===== src/swg_pkg.sv =====
// ----------------------------------------------------------------------------
// swg_pkg
// Shared constants, types and arithmetic helpers of the waterfall grid.
// ----------------------------------------------------------------------------
package swg_pkg;

  localparam int GridSize = 64;
  localparam int RowW     = $clog2(GridSize);
  localparam int CellW    = 2 * RowW;
  localparam int HeightW  = 17;
  localparam int VelW     = 18;
  localparam int ColorW   = 6;
  localparam int BinW     = 16;
  localparam int RgbW     = 24;
  localparam int NumPal   = 5;
  localparam int CfgIdxW  = 3;
  localparam int CellDataW = HeightW + VelW + ColorW;

  localparam logic [CfgIdxW-1:0] CfgPalLast = 3'd4;

  typedef struct packed {
    logic [HeightW-1:0]       height;
    logic signed [VelW-1:0]   vel;
    logic [ColorW-1:0]        color;
  } cell_t;

  typedef struct packed {
    logic [5:0]         row;
    logic [HeightW-1:0] height;
    logic [7:0]         red;
    logic [7:0]         green;
    logic [7:0]         blue;
    logic               last;
  } result_t;

  typedef struct packed {
    logic [5:0]  column;
    logic [BinW-1:0] bin_a;
    logic [BinW-1:0] bin_b;
    logic [BinW-1:0] bin_c;
  } item_t;

  typedef enum logic [1:0] {
    ST_CLEAR,
    ST_IDLE,
    ST_RUN
  } state_e;

  // Scroll one dot by one row: gravity step on height, decay on velocity.
  function automatic cell_t scroll_cell(cell_t c);
    logic signed [23:0] s;
    logic [HeightW-1:0] nh;
    logic [39:0]        prod;
    logic [HeightW-1:0] dec;
    logic signed [19:0] nv;
    cell_t res;
    s = $signed({3'b000, c.height, 4'b0000}) + 24'(c.vel);
    if (s < 0) nh = '0;
    else if (s[23:4] > 20'd131071) nh = 17'h1ffff;
    else nh = s[20:4];
    // floor(nh*4/425) as a multiply by a rounded-up 2^28/425 (exact here).
    prod = 40'(nh) * 40'd631613;
    dec = 17'(prod >> 26);
    nv = 20'(c.vel) - $signed({3'b000, dec});
    if (nv < -20'sd131072) nv = -20'sd131072;
    else if (nv > 20'sd131071) nv = 20'sd131071;
    res.height = nh;
    res.vel    = nv[VelW-1:0];
    res.color  = c.color;
    return res;
  endfunction

endpackage


===== src/swg_color.sv =====
// ----------------------------------------------------------------------------
// swg_color
// Palette registers and one registered color map lookup.
// ----------------------------------------------------------------------------
module swg_color import swg_pkg::*; (
  input  logic               clk_i,
  input  logic               rst_ni,
  input  logic               cfg_we_i,
  input  logic [CfgIdxW-1:0] cfg_idx_i,
  input  logic [RgbW-1:0]    cfg_data_i,
  input  logic [ColorW-1:0]  idx_i,
  output logic [RgbW-1:0]    rgb_o
);
  logic [RgbW-1:0] pal_q [NumPal];
  logic [RgbW-1:0] rgb_d;

  always_ff @(posedge clk_i or negedge rst_ni) begin
    if (!rst_ni) begin
      for (int i = 0; i < NumPal; i++) pal_q[i] <= '0;
    end else if (cfg_we_i && cfg_idx_i <= CfgPalLast) begin
      pal_q[cfg_idx_i] <= cfg_data_i;
    end
  end

  always_comb begin
    logic [1:0] t;
    logic [4:0] x;
    logic [12:0] acc;
    t = idx_i[5:4];
    x = {1'b0, idx_i[3:0]};
    for (int ch = 0; ch < 3; ch++) begin
      acc = 13'(5'd16 - x) * 13'(pal_q[3'(t)][ch*8 +: 8])
          + 13'(x) * 13'(pal_q[3'(t) + 3'd1][ch*8 +: 8]);
      rgb_d[ch*8 +: 8] = acc[11:4];
    end
  end

  always_ff @(posedge clk_i) rgb_o <= rgb_d;
endmodule


===== config.mk =====
export PLATFORM = sky130hd
export DESIGN_NAME = swg_color
export DESIGN_NICKNAME = d
export VERILOG_FILES = /design/src/swg_pkg.sv /design/src/swg_color.sv
export SDC_FILE = /design/constraint.sdc
export NUM_CORES = 1
export LEC_CHECK = 0
export ABC_AREA = 1
export BUFFER_PORTS_ARGS = -buffer_cell sky130_fd_sc_hd__buf_4
export CELL_PAD_IN_SITES_DETAIL_PLACEMENT = 1
export CELL_PAD_IN_SITES_GLOBAL_PLACEMENT = 1
export CORE_MARGIN = 1
export CORE_UTILIZATION = 41
export DETAILED_ROUTE_END_ITERATION = 8
export GPL_ROUTABILITY_DRIVEN = 0
export GPL_TIMING_DRIVEN = 0
export PLACE_DENSITY = 0.83
export SETUP_SLACK_MARGIN = 0.02
export SYNTH_ARGS = -nofsm -noshare
export SYNTH_HDL_FRONTEND = slang
export SYNTH_SLANG_ARGS = --single-unit

===== constraint.sdc =====
create_clock -name clk_i -period 4.4 [get_ports clk_i]
set_clock_uncertainty 0.2 [all_clocks]
set_input_delay 0 -clock clk_i [delete_from_list [all_inputs] [get_ports clk_i]]
set_output_delay 0 -clock clk_i [all_outputs]
set_load 0.01 [all_outputs]

==> results_dict.tcl <==
set metrics [dict create \
    cts.path.max_buffers 2 \
    period_share_pct 114.3 \
    fin_ws_ns -0.6276 \
    avgSynthCellArea_um2 7.549 \
    ys_types 38 \
    p_per_area_nw_per_um2 636.4 \
    cp-end-kind "flop" \
    p_int_w 0.005621 \
    dieArea_um2 33930 \
    overflow 0 \
    synth-seq-cells 144 \
    htreeDepth 4 \
    die_width_um 184.2 \
    required_ns 4.55 \
    grt_usage_pct 29.87 \
    rr_startpoint "pal_q[59]$_DFFE_PN0P_" \
    worstMarginPinSlew_ns 0.8254 \
    clock-sinks 144 \
    critPathLaunch "pal_q[59]$_DFFE_PN0P_" \
    period_minus_slack_ns 5.028 \
    path_clk_slew_ns 0.08 \
    dp_slack_ns -1.462 \
    synthFlopType "dfrtp_1" \
    async_flop_share_pct 83.33 \
    fin_util_pct 51.81 \
    p_sw_w 0.005135 \
    pwr-share-clk_pct 13.2 \
    layout_commonest_cell "nand2_1" \
    fin_nets 2226 \
    grt_pass1_wl_um 75870 \
    maxSlewViolCount 0 \
    combPwrFrac_pct 69.2 \
    synth_edf_count 0 \
    violations "setup timing" \
    die_y_um 184.2 \
    wl_um 49260 \
    start_kind "flop" \
    ys_seq_area_share_pct 25.59 \
    drv_cap 0 \
    syn-cell-area_um2 13610 \
    io_buffers 57 \
    core_um2 32620 \
    synth.net_count 2075 \
    cts_root_buf "clkbuf_16" \
    ioPinCount 60 \
    layout.cells.non_filler 2409 \
    whs_ns 0.07728 \
    cts_made_buffers 17 \
    synthTopCellsByArea "dfrtp_1, fa_1, nand2_1" \
    antenna_cells 0 \
    clk_latency_ns 0.46 \
    antenna_found_initial 0 \
    grt_pass1_vias 14180 \
    yosys_warnings 0 \
    final-setup-viol-count 24 \
    drtAntennaViolNets 0 \
    drive_above_1_share_pct 20.89 \
    p_seq_share_pct 17.5 \
    dr.pass1.iters 7 \
    wl_per_cell_um 20.45 \
    hold_violations 0 \
    crit_fanout 4 \
    max_freq_mhz 198.9 \
    rsz0062_at_grt "true" \
    relSlewSlack_pct 44.98 \
    status "finished, violations left" \
    hpwl_um 35770 \
    drc 0 \
    setup.worst_path.class "flop to flop" \
    synth_largest_area_cell "dfrtp_1" \
    critPathArrivalTime_ns 5.18 \
    initial_core_util_pct 41.73 \
    worstHoldStart "cfg_idx_i[2]" \
    rows 66 \
    peakVddDrop_uv 391.9 \
    power.share.switching_pct 47.74 \
    final_cell_mix "nand2_1, inv_1, nor2_1" \
    cts_tree "yes" \
    area_growth_pct 24.18 \
    viasPerCell 5.421 \
    place_inst 2303 \
    drt_iter0_markers 819 \
    p_leak_nw 8.468 \
    grt_max_degree 63 \
    synth_cells 1803 \
    dr_total_vias 13060 \
    synthDominantCellAreaShare_pct 22.06 \
    hold_path_class "input port to flop" \
]
[cell families (layout without fill, tap and decap cells)]
group / after synthesis / in the layout / share of synthesized area (%)
flops: 144 / 144 / 25.59
fa+ha+maj: 236 / 236 / 29.25
compound gates: 241 / 241 / 9.570
xor+xnor: 20 / 20 / 1.287
buf+inv: 424 / 588 / 12.30
simple gates: 738 / 738 / 22.00
[final timing paths]
path                                     endpoint  slack [ns]  cells after the start
setup reg to reg                rgb_o[15]$_DFF_P_       -0.63                     21
min in group asynchronous  pal_q[105]$_DFFE_PN0P_        0.43                      4
max in group asynchronous   pal_q[96]$_DFFE_PN0P_        3.26                      4
hold reg to reg              pal_q[5]$_DFFE_PN0P_        0.29                      2
hold / removal               pal_q[2]$_DFFE_PN0P_        0.08                      5
setup / recovery                rgb_o[15]$_DFF_P_       -0.63                     21
[area by class of cell]
cell class	instances	area (um2)
fill	4016	15720
sequential	144	3483
tap	442	553.0
clock inverter	11	82.58
timing repair buffer	132	1120
buffer	77	598.1
multi-input combinational	1235	9276
clock buffer	21	470.5
inverter	347	1318
[power by group through the flow]
| stage | Sequential (W) | Clock [W] | Combinational [W] |
|---|---|---|---|
| 6_report | 0.00189 | 0.00142 | 0.00744 |
| 5_1_grt | 0.00192 | 0.00147 | 0.00828 |
| 4_1_cts | 0.00187 | 0.00143 | 0.00678 |
| 3_5_place_dp | 0.00190 | 0 | 0.00616 |
| 3_3_place_gp | 0.00188 | 0 | 0.00582 |
| 2_1_floorplan | 0.00191 | 0 | 0.00451 |
[registers in the layout, indices dropped and copies added, names as in the netlist]
register and cells:
rgb_o 24, pal_q 120
[per-layer routing]
layer / track usage, % / routed length, um / vias up
met5: 0 / 0 / -
met2: 51.30 / 24670 / 449
met3: 4.031 / 2652 / 128
met1: 36.51 / 19940 / 6651
met4: 15.60 / 1998 / 0
li1: - / - / 5830
[metrics by stage]
step	setup TNS, ns	total power [W]	instance area (um2)
6_report	-8.879	0.01076	16900
2_1_floorplan	-3.061	0.006414	14150
5_1_grt	-12.75	0.01167	16900
3_5_place_dp	-25.43	0.008062	15160
3_3_place_gp	-23.29	0.007700	15130
4_1_cts	-7.323	0.01009	16530
[repair_timing]
action | in CTS | in global routing
setup buffers | 29 | 16
pin swaps | 25 | 30
endpoints found under the setup margin | 24 | 24
resized for setup | 102 | 91
hold endpoints to repair | 242 | 0
hold buffers | 29 | 0
[worst max-delay path, stage by stage, from the launching register on]
cell	delay [ns]
dfrtp_1	0.40
a21oi_1	0.19
o21ai_2	0.09
nand3_2	0.10
o21ai_4	0.08
inv_2	0.09
buf_4	0.13
nor2_4	0.04
fa_2	0.56
inv_1	0.05
fa_1	0.39
fa_2	0.59
fa_2	0.45
fa_1	0.49
inv_1	0.06
ha_4	0.29
nand2_1	0.08
inv_1	0.10
nand4_1	0.12
nand3b_1	0.26
nand3_1	0.13
nand2_1	0.05
[synth_stat cells (6+ instances only)]
cell        n
ha_1       99
a211oi_1    6
o211ai_1   16
nand2_2    15
xor2_1     17
nor2_1    162
inv_1     341
dfrtp_1   120
o21ai_0   152
nand2_1   446
fa_1      137
nand4_1     6
clkbuf_1   40
buf_2      25
dfxtp_1    24
a21oi_1    41
o21ai_1    14
nand3_1    97
Note: power is estimated with default switching activity, not from simulation.
